$ cat config.mk
export PLATFORM = sky130hd
export DESIGN_NAME = md_tag_segment_parser_core
export DESIGN_NICKNAME = d
export VERILOG_FILES = /design/src/design/mtsp_pkg.sv /design/src/design/md_tag_segment_parser_core.sv /design/src/design/mtsp_front.sv /design/src/design/mtsp_queue.sv /design/src/design/mtsp_back.sv
export SDC_FILE = /design/constraint.sdc
export NUM_CORES = 1
export LEC_CHECK = 0
export BUFFER_PORTS_ARGS = -buffer_cell sky130_fd_sc_hd__buf_4
export CAP_MARGIN = 20
export CORE_ASPECT_RATIO = 2
export CORE_MARGIN = 2
export CORE_UTILIZATION = 45
export DETAILED_ROUTE_END_ITERATION = 7
export HOLD_SLACK_MARGIN = 0.06
export PLACE_DENSITY = 0.62
export SETUP_SLACK_MARGIN = 0.2
export SYNTH_ARGS = -nofsm -noshare
export SYNTH_HDL_FRONTEND = slang
export SYNTH_SLANG_ARGS = --single-unit
export TNS_END_PERCENT = 1
$ cat constraint.sdc
create_clock -name aclk -period 6.7 [get_ports aclk]
set_input_delay 0.67 -clock aclk [delete_from_list [all_inputs] [get_ports aclk]]
set_output_delay 0.67 -clock aclk [all_outputs]
set_load 0.01 [all_outputs]
$ cat src/design/mtsp_pkg.sv
// Shared types and constants of the MD tag segment parser.
// No dependencies; imported by every module of the block.
`timescale 1ns / 1ps

package mtsp_pkg;

    localparam int CHAR_W  = 8;
    localparam int LEN_W   = 32;
    localparam int KIND_W  = 2;
    localparam int TDATA_W = LEN_W + CHAR_W;

    localparam logic [LEN_W-1:0] LEN_MAX = '1;

    localparam logic [KIND_W-1:0] KIND_MATCH    = 2'd0;
    localparam logic [KIND_W-1:0] KIND_MISMATCH = 2'd1;
    localparam logic [KIND_W-1:0] KIND_DELETION = 2'd2;
    localparam logic [KIND_W-1:0] KIND_ERROR    = 2'd3;

    localparam int QUEUE_DEPTH = 4;
    localparam int QPTR_W      = $clog2(QUEUE_DEPTH);
    localparam int QCNT_W      = $clog2(QUEUE_DEPTH + 1);

    typedef struct packed {
        logic [KIND_W-1:0] kind;
        logic [LEN_W-1:0]  length;
        logic [CHAR_W-1:0] base;
        logic              eot;
    } seg_t;

    // One queue entry holds every segment caused by one character.
    typedef struct packed {
        logic two;
        seg_t seg1;
        seg_t seg0;
    } entry_t;

    typedef struct packed {
        logic empty;
        logic full;
    } q_status_t;

endpackage

$ cat src/design/md_tag_segment_parser_core.sv
// Top level of the MD tag segment parser: front end, entry queue and
// segment emitter. Depends on mtsp_pkg, mtsp_front, mtsp_queue, mtsp_back.
//
//  channel | direction | tdata (low bit up)                      | tuser    | tlast
//  s_      | in        | md_char[7:0]                            | -        | last_char
//  m_      | out       | seg_length[31:0], mismatch_base[39:32]  | seg_kind | end_of_tag
//
// One character is taken every cycle while the four-entry queue has room.
// A character that closes two segments holds the output for two transfers,
// so the result port, not the parser, sets the rate on such input.
// A segment passes through the entry queue and then the output register before it is valid on m_.
// Reset, sampled at a clock edge, puts the parser in its idle state and empties the queue.
`timescale 1ns / 1ps

module md_tag_segment_parser_core (
    input  logic                          aclk,
    input  logic                          aresetn,
    input  logic                          s_tvalid,
    output logic                          s_tready,
    input  logic [7:0]                    s_tdata,   // md_char[7:0]
    input  logic                          s_tlast,
    output logic                          m_tvalid,
    input  logic                          m_tready,
    output logic [mtsp_pkg::TDATA_W-1:0]  m_tdata,   // seg_length[31:0], mismatch_base[39:32]
    output logic [mtsp_pkg::KIND_W-1:0]   m_tuser,   // seg_kind[1:0]
    output logic                          m_tlast
);
    import mtsp_pkg::*;

    q_status_t q_status;
    entry_t    push_entry, head_entry;
    logic      push, pop;

    mtsp_front u_front (
        .aclk       (aclk),
        .aresetn    (aresetn),
        .s_tvalid   (s_tvalid),
        .s_tready   (s_tready),
        .s_tdata    (s_tdata),
        .s_tlast    (s_tlast),
        .q_status   (q_status),
        .push       (push),
        .push_entry (push_entry)
    );

    mtsp_queue u_queue (
        .aclk       (aclk),
        .aresetn    (aresetn),
        .push       (push),
        .push_entry (push_entry),
        .pop        (pop),
        .head_entry (head_entry),
        .q_status   (q_status)
    );

    mtsp_back u_back (
        .aclk       (aclk),
        .aresetn    (aresetn),
        .head_entry (head_entry),
        .q_status   (q_status),
        .pop        (pop),
        .m_tvalid   (m_tvalid),
        .m_tready   (m_tready),
        .m_tdata    (m_tdata),
        .m_tuser    (m_tuser),
        .m_tlast    (m_tlast)
    );

endmodule

$ cat src/design/mtsp_front.sv
// Front end of the MD tag segment parser: tokenises characters and builds
// queue entries. Depends on mtsp_pkg.
`timescale 1ns / 1ps

module mtsp_front (
    input  logic                 aclk,
    input  logic                 aresetn,
    input  logic                 s_tvalid,
    output logic                 s_tready,
    input  logic [7:0]           s_tdata,
    input  logic                 s_tlast,
    input  mtsp_pkg::q_status_t  q_status,
    output logic                 push,
    output mtsp_pkg::entry_t     push_entry
);
    import mtsp_pkg::*;

    localparam logic [2:0] MODE_IDLE = 3'd0;
    localparam logic [2:0] MODE_NUM  = 3'd1;
    localparam logic [2:0] MODE_DEL  = 3'd2;
    localparam logic [2:0] MODE_LET  = 3'd3;
    localparam logic [2:0] MODE_ERR  = 3'd4;

    localparam logic [CHAR_W-1:0] CH_CARET = 8'h5E;
    localparam logic [CHAR_W-1:0] CH_0     = 8'h30;
    localparam logic [CHAR_W-1:0] CH_9     = 8'h39;
    localparam logic [CHAR_W-1:0] CH_UA    = 8'h41;
    localparam logic [CHAR_W-1:0] CH_UZ    = 8'h5A;
    localparam logic [CHAR_W-1:0] CH_LA    = 8'h61;
    localparam logic [CHAR_W-1:0] CH_LZ    = 8'h7A;

    logic [2:0]        mode_reg, mode_next;
    logic [LEN_W-1:0]  run_reg, run_next;
    logic              lone_reg, lone_next;
    logic [CHAR_W-1:0] letter_reg, letter_next;

    logic              accept;
    logic              is_digit, is_letter, is_caret;
    logic [3:0]        digit;
    logic [LEN_W+3:0]  times_ten;
    logic [LEN_W-1:0]  acc_sat, inc_sat;
    logic              v1, v2, v3;
    seg_t              e1, e2, e3;
    seg_t              seg0, seg1;
    logic [1:0]        n_segs;

    assign s_tready  = !q_status.full;
    assign accept    = s_tvalid && s_tready;
    assign is_digit  = (s_tdata >= CH_0) && (s_tdata <= CH_9);
    assign is_letter = ((s_tdata >= CH_UA) && (s_tdata <= CH_UZ))
                    || ((s_tdata >= CH_LA) && (s_tdata <= CH_LZ));
    assign is_caret  = (s_tdata == CH_CARET);
    assign digit     = 4'(s_tdata - CH_0);

    // run * 10 + digit as two shifts and adds, saturated to the length width.
    assign times_ten = ({4'b0, run_reg} << 3) + ({4'b0, run_reg} << 1)
                     + {{LEN_W{1'b0}}, digit};
    assign acc_sat   = (times_ten[LEN_W+3:LEN_W] != 4'b0) ? LEN_MAX
                                                          : times_ten[LEN_W-1:0];
    assign inc_sat   = (run_reg == LEN_MAX) ? LEN_MAX : run_reg + LEN_W'(1);

    always_comb begin
        logic flush_old;
        logic start_new;
        flush_old   = 1'b0;
        start_new   = 1'b0;
        mode_next   = mode_reg;
        run_next    = run_reg;
        lone_next   = lone_reg;
        letter_next = letter_reg;
        v1 = 1'b0;
        v2 = 1'b0;
        v3 = 1'b0;
        e1 = '0;
        e2 = '0;
        e3 = '0;

        unique case (mode_reg)
            MODE_NUM: begin
                if (is_digit) begin
                    run_next  = acc_sat;
                    lone_next = 1'b0;
                end else begin
                    flush_old = 1'b1;
                    start_new = 1'b1;
                end
            end
            MODE_DEL: begin
                if (is_letter) begin
                    run_next = inc_sat;
                end else begin
                    flush_old = 1'b1;
                    start_new = 1'b1;
                end
            end
            MODE_LET: begin
                if (is_letter) begin
                    // Two letters in a row: the pending mismatch is dropped.
                    v2          = 1'b1;
                    e2.kind     = KIND_ERROR;
                    mode_next   = MODE_ERR;
                    letter_next = '0;
                end else begin
                    flush_old = 1'b1;
                    start_new = 1'b1;
                end
            end
            MODE_ERR: begin
            end
            default: begin
                start_new = 1'b1;
            end
        endcase

        if (flush_old) begin
            if (mode_reg == MODE_NUM) begin
                v1        = !lone_reg;
                e1.kind   = KIND_MATCH;
                e1.length = run_reg;
            end else if (mode_reg == MODE_DEL) begin
                v1        = 1'b1;
                e1.kind   = KIND_DELETION;
                e1.length = run_reg;
            end else begin
                v1        = 1'b1;
                e1.kind   = KIND_MISMATCH;
                e1.length = LEN_W'(1);
                e1.base   = letter_reg;
            end
            mode_next   = MODE_IDLE;
            run_next    = '0;
            lone_next   = 1'b0;
            letter_next = '0;
        end

        if (start_new) begin
            if (is_caret) begin
                mode_next = MODE_DEL;
                run_next  = '0;
            end else if (is_digit) begin
                mode_next = MODE_NUM;
                run_next  = {{(LEN_W-4){1'b0}}, digit};
                lone_next = (s_tdata == CH_0);
            end else if (is_letter) begin
                mode_next   = MODE_LET;
                letter_next = s_tdata;
            end else begin
                v2        = 1'b1;
                e2.kind   = KIND_ERROR;
                mode_next = MODE_ERR;
            end
        end

        // The final character closes whatever token is still open.
        if (s_tlast) begin
            if (mode_next == MODE_NUM) begin
                v3        = !lone_next;
                e3.kind   = KIND_MATCH;
                e3.length = run_next;
            end else if (mode_next == MODE_DEL) begin
                v3        = 1'b1;
                e3.kind   = KIND_DELETION;
                e3.length = run_next;
            end else if (mode_next == MODE_LET) begin
                v3        = 1'b1;
                e3.kind   = KIND_MISMATCH;
                e3.length = LEN_W'(1);
                e3.base   = letter_next;
            end
            mode_next   = MODE_IDLE;
            run_next    = '0;
            lone_next   = 1'b0;
            letter_next = '0;
        end
    end

    // At most two of the three candidates are ever valid together.
    assign n_segs = 2'(v1) + 2'(v2) + 2'(v3);

    always_comb begin
        seg0 = v1 ? e1 : (v2 ? e2 : e3);
        seg1 = v3 ? e3 : e2;
        if (n_segs == 2'd2) begin
            seg1.eot = s_tlast;
        end else begin
            seg0.eot = s_tlast;
        end
        push_entry.two  = (n_segs == 2'd2);
        push_entry.seg0 = seg0;
        push_entry.seg1 = seg1;
    end

    assign push = accept && (n_segs != 2'd0);

    always_ff @(posedge aclk) begin
        if (!aresetn) begin
            mode_reg   <= MODE_IDLE;
            run_reg    <= '0;
            lone_reg   <= 1'b0;
            letter_reg <= '0;
        end else if (accept) begin
            mode_reg   <= mode_next;
            run_reg    <= run_next;
            lone_reg   <= lone_next;
            letter_reg <= letter_next;
        end
    end

endmodule

$ cat src/design/mtsp_queue.sv
// Short entry queue between the parser front end and the segment emitter.
// Depends on mtsp_pkg.
`timescale 1ns / 1ps

module mtsp_queue (
    input  logic                 aclk,
    input  logic                 aresetn,
    input  logic                 push,
    input  mtsp_pkg::entry_t     push_entry,
    input  logic                 pop,
    output mtsp_pkg::entry_t     head_entry,
    output mtsp_pkg::q_status_t  q_status
);
    import mtsp_pkg::*;

    entry_t            slot_reg [QUEUE_DEPTH];
    logic [QPTR_W-1:0] wr_ptr_reg, rd_ptr_reg;
    logic [QCNT_W-1:0] cnt_reg, cnt_next;
    logic              do_push, do_pop;

    assign q_status.empty = (cnt_reg == '0);
    assign q_status.full  = (cnt_reg == QCNT_W'(QUEUE_DEPTH));
    assign do_push        = push && !q_status.full;
    assign do_pop         = pop && !q_status.empty;
    assign head_entry     = slot_reg[rd_ptr_reg];

    always_comb begin
        cnt_next = cnt_reg;
        if (do_push && !do_pop) begin
            cnt_next = cnt_reg + QCNT_W'(1);
        end else if (do_pop && !do_push) begin
            cnt_next = cnt_reg - QCNT_W'(1);
        end
    end

    always_ff @(posedge aclk) begin
        if (!aresetn) begin
            wr_ptr_reg <= '0;
            rd_ptr_reg <= '0;
            cnt_reg    <= '0;
        end else begin
            if (do_push) begin
                wr_ptr_reg <= wr_ptr_reg + QPTR_W'(1);
            end
            if (do_pop) begin
                rd_ptr_reg <= rd_ptr_reg + QPTR_W'(1);
            end
            cnt_reg <= cnt_next;
        end
    end

    always_ff @(posedge aclk) begin
        if (do_push) begin
            slot_reg[wr_ptr_reg] <= push_entry;
        end
    end

endmodule

$ cat src/design/mtsp_back.sv
// Back end of the MD tag segment parser: serialises queue entries into
// single segment transfers through an output register. Depends on mtsp_pkg.
`timescale 1ns / 1ps

module mtsp_back (
    input  logic                          aclk,
    input  logic                          aresetn,
    input  mtsp_pkg::entry_t              head_entry,
    input  mtsp_pkg::q_status_t           q_status,
    output logic                          pop,
    output logic                          m_tvalid,
    input  logic                          m_tready,
    output logic [mtsp_pkg::TDATA_W-1:0]  m_tdata,
    output logic [mtsp_pkg::KIND_W-1:0]   m_tuser,
    output logic                          m_tlast
);
    import mtsp_pkg::*;

    logic m_tvalid_reg, m_tvalid_next;
    logic sel_reg, sel_next;
    seg_t out_seg_reg;
    logic load, take;

    // The output register may be refilled when empty or being drained.
    assign load = !m_tvalid_reg || m_tready;
    assign take = load && !q_status.empty;
    assign pop  = take && (sel_reg || !head_entry.two);

    always_comb begin
        m_tvalid_next = m_tvalid_reg;
        sel_next      = sel_reg;
        if (load) begin
            m_tvalid_next = !q_status.empty;
        end
        if (take) begin
            sel_next = pop ? 1'b0 : 1'b1;
        end
    end

    always_ff @(posedge aclk) begin
        if (!aresetn) begin
            m_tvalid_reg <= 1'b0;
            sel_reg      <= 1'b0;
        end else begin
            m_tvalid_reg <= m_tvalid_next;
            sel_reg      <= sel_next;
        end
    end

    always_ff @(posedge aclk) begin
        if (take) begin
            out_seg_reg <= sel_reg ? head_entry.seg1 : head_entry.seg0;
        end
    end

    assign m_tvalid = m_tvalid_reg;
    assign m_tdata  = {out_seg_reg.base, out_seg_reg.length};
    assign m_tuser  = out_seg_reg.kind;
    assign m_tlast  = out_seg_reg.eot;

endmodule

# After elaboration in Yosys (flattened, before gate mapping)
# Memory sizes are Yosys's and may differ from the RTL's. A register that Yosys moved wholly into a read port is not among the register bits.
# Index checks and enable logic that the tools add are counted.
[totals]
out_inout_bits = 45
memories = 1
inputBits = 13
reg_bits = 96
wordCells = 148
ram_bits = 348
[op_classes]
n_reduce_logical = 27
n_mux = 79
magnitude_cmp = 6
n_addsub = 10
n_eq_ne = 12
[mem_list]
columns = ["memory", "words", "width", "read_ports", "rd_ports_with_merged_regs", "wr", "line", "source"]
rows = [
  ["u_queue.slot_reg", 4, 87, 1, 1, 1, "mtsp_queue.sv:16", "entry_t slot_reg [QUEUE_DEPTH];"],
]
[ops]
columns = ["op", "count"]
rows = [
  ["32-bit 2-to-1 mux", 9],
  ["43-bit 2-to-1 mux", 4],
  ["34-bit 2-to-1 mux", 4],
  ["8-bit 2-to-1 mux", 12],
  ["42-bit 2-to-1 mux", 2],
  ["32-bit case mux with 2 select lines", 1],
  ["41-bit 2-to-1 mux", 1],
  ["35-bit by 33-bit adder with 36-bit output", 1],
  ["36-bit by 4-bit adder with 36-bit output", 1],
  ["32-bit by 1-bit adder with 32-bit output, second input constant", 1],
  ["32-bit == test, second input constant", 1],
  ["3-bit 2-to-1 mux", 10],
  ["1-bit 2-to-1 mux", 26],
  ["8-bit by 7-bit greater-or-equal comparator with 1-bit output, second input constant", 2],
  ["8-bit by 7-bit less-or-equal comparator with 1-bit output, second input constant", 2],
  ["2-bit 2-to-1 mux", 8],
  ["3-bit by 2-bit == test with 1-bit output, second input constant", 4],
  ["1-bit logical AND", 11],
  ["8-bit by 6-bit == test with 1-bit output, second input constant", 1],
  ["8-bit by 7-bit == test with 1-bit output, second input constant", 1],
  ["8-bit by 6-bit greater-or-equal comparator with 1-bit output, second input constant", 1],
  ["8-bit by 6-bit less-or-equal comparator with 1-bit output, second input constant", 1],
  ["1-bit logical NOT", 8],
  ["3-bit by 1-bit == test with 1-bit output, second input constant", 2],
  ["other kinds (15)", 20],
]

# Longest topological paths before layout
[depth]
ltp_word = 20
depth_mapped = 17
ltp_nobuf = 15

# Cells and area by module
# Synthesis repeated with hierarchy kept, for this count alone.
[hier_totals]
cells_unflattened = 1554
hier_area_um2 = 21893.5
[modules_own_cells]
columns = ["mod", "area_per_inst_um2", "seq_area_each_um2", "instances", "cells_per_inst"]
rows = [
  ["mtsp_queue", 13026.2, 10630.2, 1, 503],
  ["mtsp_front", 6761.5, 880.8, 1, 949],
  ["mtsp_back", 2105.8, 1331.3, 1, 102],
]

# Worst setup path before layout
# No wires, ideal clock.
[synth_path]
path_type = "input-to-reg"
from = "input s_tdata[0]"
to = "memory u_queue.slot_reg[0][0] (netlist bit) (enable)"
setup_slack_ns = 1.189
setup_time_ns = 0.455
path_buffers = 2
cell_stages = 11
arrival_ns = 5.056
required_time_ns = 6.245
cell_sequence = "clkbuf_2 -> nor4_1 -> nor2b_1 -> buf_2 -> o41ai_1 -> nor2_1 -> o211a_1 -> fa_1 -> nor2_1 -> nor2_1 -> and2_1"
[synth_via]
elab_chain_len = 18
elab_cells_between_ends = 51
classes_between = "add/sub: 2; order compare: 6; eq/ne: 5; mux: 30; reduce/logical: 8"
[synth_lines]
columns = ["item", "line", "source"]
rows = [
  ["from (decl)", "md_tag_segment_parser_core.sv:20", "input logic [7:0] s_tdata,"],
  ["8-bit by 7-bit greater-or-equal comparator with 1-bit output, or another cell as far along", "mtsp_front.sv:50", "assign is_letter = ((s_tdata >= CH_UA) && (s_tdata <= CH_UZ))"],
  ["1-bit logical AND (on tied branches)", "mtsp_front.sv:50, mtsp_front.sv:51", ""],
  ["1-bit logical OR", "mtsp_front.sv:51", "|| ((s_tdata >= CH_LA) && (s_tdata <= CH_LZ));"],
  ["1-bit 2-to-1 mux, or another cell as far along", "mtsp_front.sv:89, mtsp_front.sv:97", ""],
  ["1-bit case mux with 2 select lines, or another cell as far along", "mtsp_front.sv:78", "unique case (mode_reg)"],
  ["3-bit 2-to-1 mux, or another cell as far along", "mtsp_front.sv:115", "if (flush_old) begin"],
  ["3-bit 2-to-1 mux / 1-bit 2-to-1 mux (equally long branches)", "mtsp_front.sv:136, mtsp_front.sv:140", ""],
  ["3-bit by 2-bit == test with 1-bit output / 1-bit 2-to-1 mux (equally long branches)", "mtsp_front.sv:164, mtsp_front.sv:137", ""],
  ["[... 3 more ...]", "n/a", ""],
  ["1-bit 2-to-1 mux", "mtsp_front.sv:155", "if (s_tlast) begin"],
  ["2-bit by 1-bit adder with 2-bit output (*)", "mtsp_front.sv:178", "assign n_segs = 2'(v1) + 2'(v2) + 2'(v3);"],
  ["2-bit nonzero test (*)", "mtsp_front.sv:193", "assign push = accept && (n_segs != 2'd0);"],
  ["1-bit logical AND (*)", "mtsp_front.sv:193", ""],
  ["1-bit logical AND (*)", "mtsp_queue.sv:23", "assign do_push = push && !q_status.full;"],
  ["net u_queue.do_push", "mtsp_queue.sv:19", "logic do_push, do_pop;"],
  ["1-bit 2-to-1 mux (*)", "mtsp_queue.sv:53", "if (do_push) begin"],
  ["1-bit 2-to-1 mux (not written as such) (*)", "mtsp_queue.sv:54", "slot_reg[wr_ptr_reg] <= push_entry;"],
  ["to (decl)", "mtsp_queue.sv:16", ""],
]
# The timed path passes the listed nets; every way through them passes the cells marked *.

# Worst setup path in the final report
[layout_path]
from = "register u_front.mode_reg[0]"
to = "memory u_queue.slot_reg[0][13] (netlist bit) (enable)"
[layout_via]
elab_chain_len = 16
elab_cells_between_ends = 38
classes_between = "add/sub: 2; eq/ne: 7; mux: 24; reduce/logical: 5"
[layout_lines]
columns = ["item", "line", "source"]
rows = [
  ["from (decl)", "mtsp_front.sv:32", "logic [2:0] mode_reg, mode_next;"],
  ["from (signal assigned)", "mtsp_front.sv:202", "mode_reg <= mode_next;"],
  ["3-bit by 2-bit == test with 1-bit output", "mtsp_front.sv:78", ""],
  ["2-bit OR reduction (no line)", "n/a", ""],
  ["1-bit case mux with 2 select lines", "mtsp_front.sv:78", ""],
  ["3-bit 2-to-1 mux / 1-bit 2-to-1 mux (equally long branches)", "mtsp_front.sv:115", ""],
  ["3-bit 2-to-1 mux / 1-bit 2-to-1 mux (equally long branches)", "mtsp_front.sv:136, mtsp_front.sv:140", ""],
  ["3-bit by 2-bit == test with 1-bit output / 1-bit 2-to-1 mux (equally long branches)", "mtsp_front.sv:164, mtsp_front.sv:137", ""],
  ["1-bit 2-to-1 mux (on tied branches)", "mtsp_front.sv:164, mtsp_front.sv:136", ""],
  ["1-bit 2-to-1 mux / 1-bit logical NOT (equally long branches)", "mtsp_front.sv:160, mtsp_front.sv:157", ""],
  ["1-bit 2-to-1 mux", "mtsp_front.sv:156", "if (mode_next == MODE_NUM) begin"],
  ["1-bit 2-to-1 mux", "mtsp_front.sv:155", ""],
  ["2-bit by 1-bit adder with 2-bit output (*)", "mtsp_front.sv:178", ""],
  ["2-bit nonzero test (*)", "mtsp_front.sv:193", ""],
  ["1-bit logical AND (*)", "mtsp_front.sv:193", ""],
  ["1-bit logical AND (*)", "mtsp_queue.sv:23", ""],
  ["net u_queue.do_push", "mtsp_queue.sv:19", ""],
  ["1-bit 2-to-1 mux (*)", "mtsp_queue.sv:53", ""],
  ["1-bit 2-to-1 mux (not written as such) (*)", "mtsp_queue.sv:54", ""],
]
# Marked as above.

==> summary.md <==
| Metric | Value |
|---|---|
| Core Area | 47,600 um2 |
| Post-detailed-route DRC marker count | 0 |
| Endpoints failing hold | 0 |
| Clock-pin transition on the worst setup and hold timing paths | 0.06 ns |
| Synthesized netlist cell count | 1,687 |
| Summed negative setup slack over all endpoints | 0 ns |
| Final min period | 4.96 ns |
| Cell accounting for the most synthesized area | sky130_fd_sc_hd__edfxtp_1 |
| Area share of and/or/nand/nor cells after synthesis | 11.5% |
| Post-route ant nets | 0 |
| Proportion of netlist area held by the largest area contributor | 54.1% |
| Synthesis Warnings | 0 |
| Area of the mapped netlist | 21,700 um2 |
| Result of the run | finished clean |
| Most frequently used flop master after synthesis | sky130_fd_sc_hd__edfxtp_1 |
| H-tree depth | 2 |
| Maximum VDD drop | 0.244 mV |
| Maximum buffer depth of the clock tree | 3 |
| Total setup buffers inserted after CTS | 0 |
| Cell at the root of the clock tree | sky130_fd_sc_hd__clkbuf_16 |
| Part of the Yosys area used for sequential elements | 59.1% |
| DRT Pass-1 Iters | 7 |
| Class of the most critical setup path | flip-flop to flip-flop |
| TritonCTS sink count | 446 |
| Gates resized, CTS repair | 0 |
| Most frequent cells in the layout | 391 x sky130_fd_sc_hd__edfxtp_1, 250 x sky130_fd_sc_hd__nand2_1, 88 x sky130_fd_sc_hd__nor2_1, 87 x sky130_fd_sc_hd__mux4_2, 81 x sky130_fd_sc_hd__buf_4 |
| Number of max-capacitance violations reported | 0 |
| Aggregate global routing overflow | 0 |
| Routed length per placed instance | 26.5 um |
| Xor/xnor cell area share of the yosys netlist | 1.29% |
| Startpoint of the most critical setup path | u_front.mode_reg[0] |
| Starting utilization of the core area | 45.6% |
| Number of enable flip-flop cells after synthesis | 391 |
| Data required time of the critical path | 6.92 ns |
| Startpoint of the most critical register-to-register path | u_front.mode_reg[0] |
| Worst hold path type | input port to flip-flop |
| N_diodes | 0 |
| Clock network latency to the later pin of the worst-skew pair | 0.57 ns |
| Via total after detailed routing | 14,949 |
| Distinct cells, synth | 91 |
| Number of DRC violations after detailed-routing iteration 0 | 1,223 |
| Final Hold Slack | 0.423 ns |
| Avg Synthesized Cell Area | 12.9 um2 |
| Vias per Instance | 6.27 |
| Total routing resource utilization after global routing | 25.1% |
| Total power after layout | 7830 uW |
| Largest fanout on the critical path | 53 |
| Area growth, synth to finish | 10.9% |
| Die Width | 159 um |
| Hold Buf Count CTS | 0 |
| Most common library cell in the layout ignoring fill and taps | sky130_fd_sc_hd__edfxtp_1 |
| Adder-cell area share of the yosys netlist | 4.34% |
| Seq cells post-synth | 446 |
| Die Y-Extent | 315 um |
| Proportion of register bits with asynchronous set or reset after synthesis | 0% |
| Worst clock skew | 0.0255 ns |
| Signal arrival time at the worst endpoint | 5.19 ns |
| TritonCTS clock tree | yes |
| Power density over the cells | 325 nW/um2 |
| Min-Delay Startpoint | m_tready |
| Multiplexer fraction of the synthesized cell area | 9.40% |
| Number of buffers created by CTS | 39 |
| Area of the die | 50,100 um2 |
| Num rows | 113 |
| Combinational family with the most area after synthesis | compound AO/OA/AOI/OAI gates |
| Share of post-route cells with drive strength above 1 | 15.5% |
| Count of pins over their slew limit | 0 |
| Routability congestion estimate | 1.00 |
| Wire length of the first global-routing pass | 93.5 mm |
| Worst Max-Slew Pin Slew | 1.21 ns |
| Port Buffer Count | 57 |
| Vias in the first global route | 15,245 |
| Number of top-level pins | 58 |
| Post-route fraction of the period consumed by the critical path | 74.1% |
| Startpoint type of the worst setup path | flip-flop |
| RSZ-0062 raised after global routing | false |
| Max Fclk | 201 MHz |
| Final-report setup violation count | 0 |
| Area fraction in compound gates after synthesis | 12.0% |
| CP Capture Type | flip-flop |
| Top area cells in the synthesized netlist | sky130_fd_sc_hd__edfxtp_1 54%, sky130_fd_sc_hd__mux4_2 9.0%, sky130_fd_sc_hd__dfxtp_1 5.1%, sky130_fd_sc_hd__nand2_1 4.3%, sky130_fd_sc_hd__ha_1 4.0% |
| Final Net Count | 1,809 |
| Worst slew margin relative to its limit | 19.4% |
| Pin count of the biggest net entering global routing | 55 |
| HPWL after detailed placement | 43.1 mm |
| Static Leak | 0.00857 uW |
| Detailed-route wire length | 63.2 mm |
| Antenna violations before repair | 0 |
| Number of flip-flops in the largest register | 348 |
-- critical path, cell delays in order, from the launching register on --
cell	delay, ns
sky130_fd_sc_hd__dfxtp_1	0.62
sky130_fd_sc_hd__or3b_1	0.72
sky130_fd_sc_hd__nor3_2	0.22
sky130_fd_sc_hd__buf_4	0.22
sky130_fd_sc_hd__a21oi_1	0.05
sky130_fd_sc_hd__o211a_1	0.30
sky130_fd_sc_hd__o211a_1	0.28
sky130_fd_sc_hd__fa_1	0.57
sky130_fd_sc_hd__nor2_1	0.10
sky130_fd_sc_hd__nor2_1	0.46
sky130_fd_sc_hd__and2_4	0.62
sky130_fd_sc_hd__buf_12	0.41
-- area by class of cell --
cell class	count	area [um2]
tap	632	791
timing repair buffer	85	688
clock inverter	23	180
multi-input combinational	1120	8420
fill	4146	23600
sequential	446	12900
inverter	31	116
clock buffer	47	1040
-- through the flow --
step | setup slack [ns] | utilization [%] | area [um2] | std cells
2_1_floorplan | 1.19 | - | 21700 | 1690
3_3_place_gp | 1.57 | 48.0 | 22900 | 2314
3_5_place_dp | 1.56 | 48.0 | 22900 | 2314
4_1_cts | 1.71 | 50.5 | 24100 | 2384
5_1_grt | 1.41 | 50.5 | 24100 | 2384
6_report | 1.74 | 50.5 | 24100 | 2384
-- path summary, 6_finish.rpt --
kind | to | slack (ns) | depth (start not counted)
max | u_queue.slot_reg[0][13] | 1.74 | 11
min | u_back.m_tvalid | 0.42 | 4
max reg2reg | u_queue.slot_reg[0][13] | 1.74 | 11
min reg2reg | u_front.letter_reg[7] | 0.49 | 1
-- report_power, final --
group	internal (uW)	switching, uW	leakage [uW]	total [uW]
combinational	814	1120	0.00387	1940
clock	1160	1030	0.000582	2190
sequential	3540	162	0.00412	3700
total	5510	2310	0.00857	7830
-- metal layers --
| metal | track usage (%) | vias to the layer above | share of wire (%) |
|---|---|---|---|
| met2 | 47.4 | 623 | 54 |
| li1 | - | 6619 | - |
| met4 | 15.6 | 0 | 7.1 |
| met3 | 2.58 | 212 | 5.0 |
| met5 | 0 | - | 0 |
| met1 | 26.6 | 7495 | 34 |
-- cell usage after synthesis, types with 9 or more instances --
cell / instances
sky130_fd_sc_hd__a21o_1: 30
sky130_fd_sc_hd__nand2_1: 250
sky130_fd_sc_hd__a21oi_1: 77
sky130_fd_sc_hd__nand4_1: 21
sky130_fd_sc_hd__buf_2: 22
sky130_fd_sc_hd__inv_1: 30
sky130_fd_sc_hd__ha_1: 69
sky130_fd_sc_hd__a22oi_1: 18
sky130_fd_sc_hd__nor2_1: 88
sky130_fd_sc_hd__o22ai_1: 9
sky130_fd_sc_hd__o211ai_1: 19
sky130_fd_sc_hd__nor3_1: 21
sky130_fd_sc_hd__xor2_1: 12
sky130_fd_sc_hd__o21ai_0: 71
sky130_fd_sc_hd__and2_1: 31
sky130_fd_sc_hd__xnor2_1: 20
sky130_fd_sc_hd__buf_1: 15
sky130_fd_sc_hd__nor4_1: 12
sky130_fd_sc_hd__dfxtp_1: 55
sky130_fd_sc_hd__nand3_1: 33
sky130_fd_sc_hd__and3_1: 14
sky130_fd_sc_hd__nor2b_1: 17
sky130_fd_sc_hd__mux4_2: 87
sky130_fd_sc_hd__o21ai_1: 19
sky130_fd_sc_hd__clkbuf_1: 53
sky130_fd_sc_hd__edfxtp_1: 391
sky130_fd_sc_hd__o21a_1: 15
sky130_fd_sc_hd__a31oi_1: 21
sky130_fd_sc_hd__a211oi_1: 10
-- cells by family (layout without fill, tap and decap cells) --
logic type               count (synthesis)  after routing
other                                    1              4
flip-flops                             446            446
buffers and inverters                  124            186
adder cells (fa/ha/maj)                 73             73
XOR/XNOR                                32             32
multiplexers                            95             95
AND/OR/NAND/NOR                        532            532
AO/OA/AOI/OAI                          384            384
Note: power is estimated with default switching activity, not from simulation.
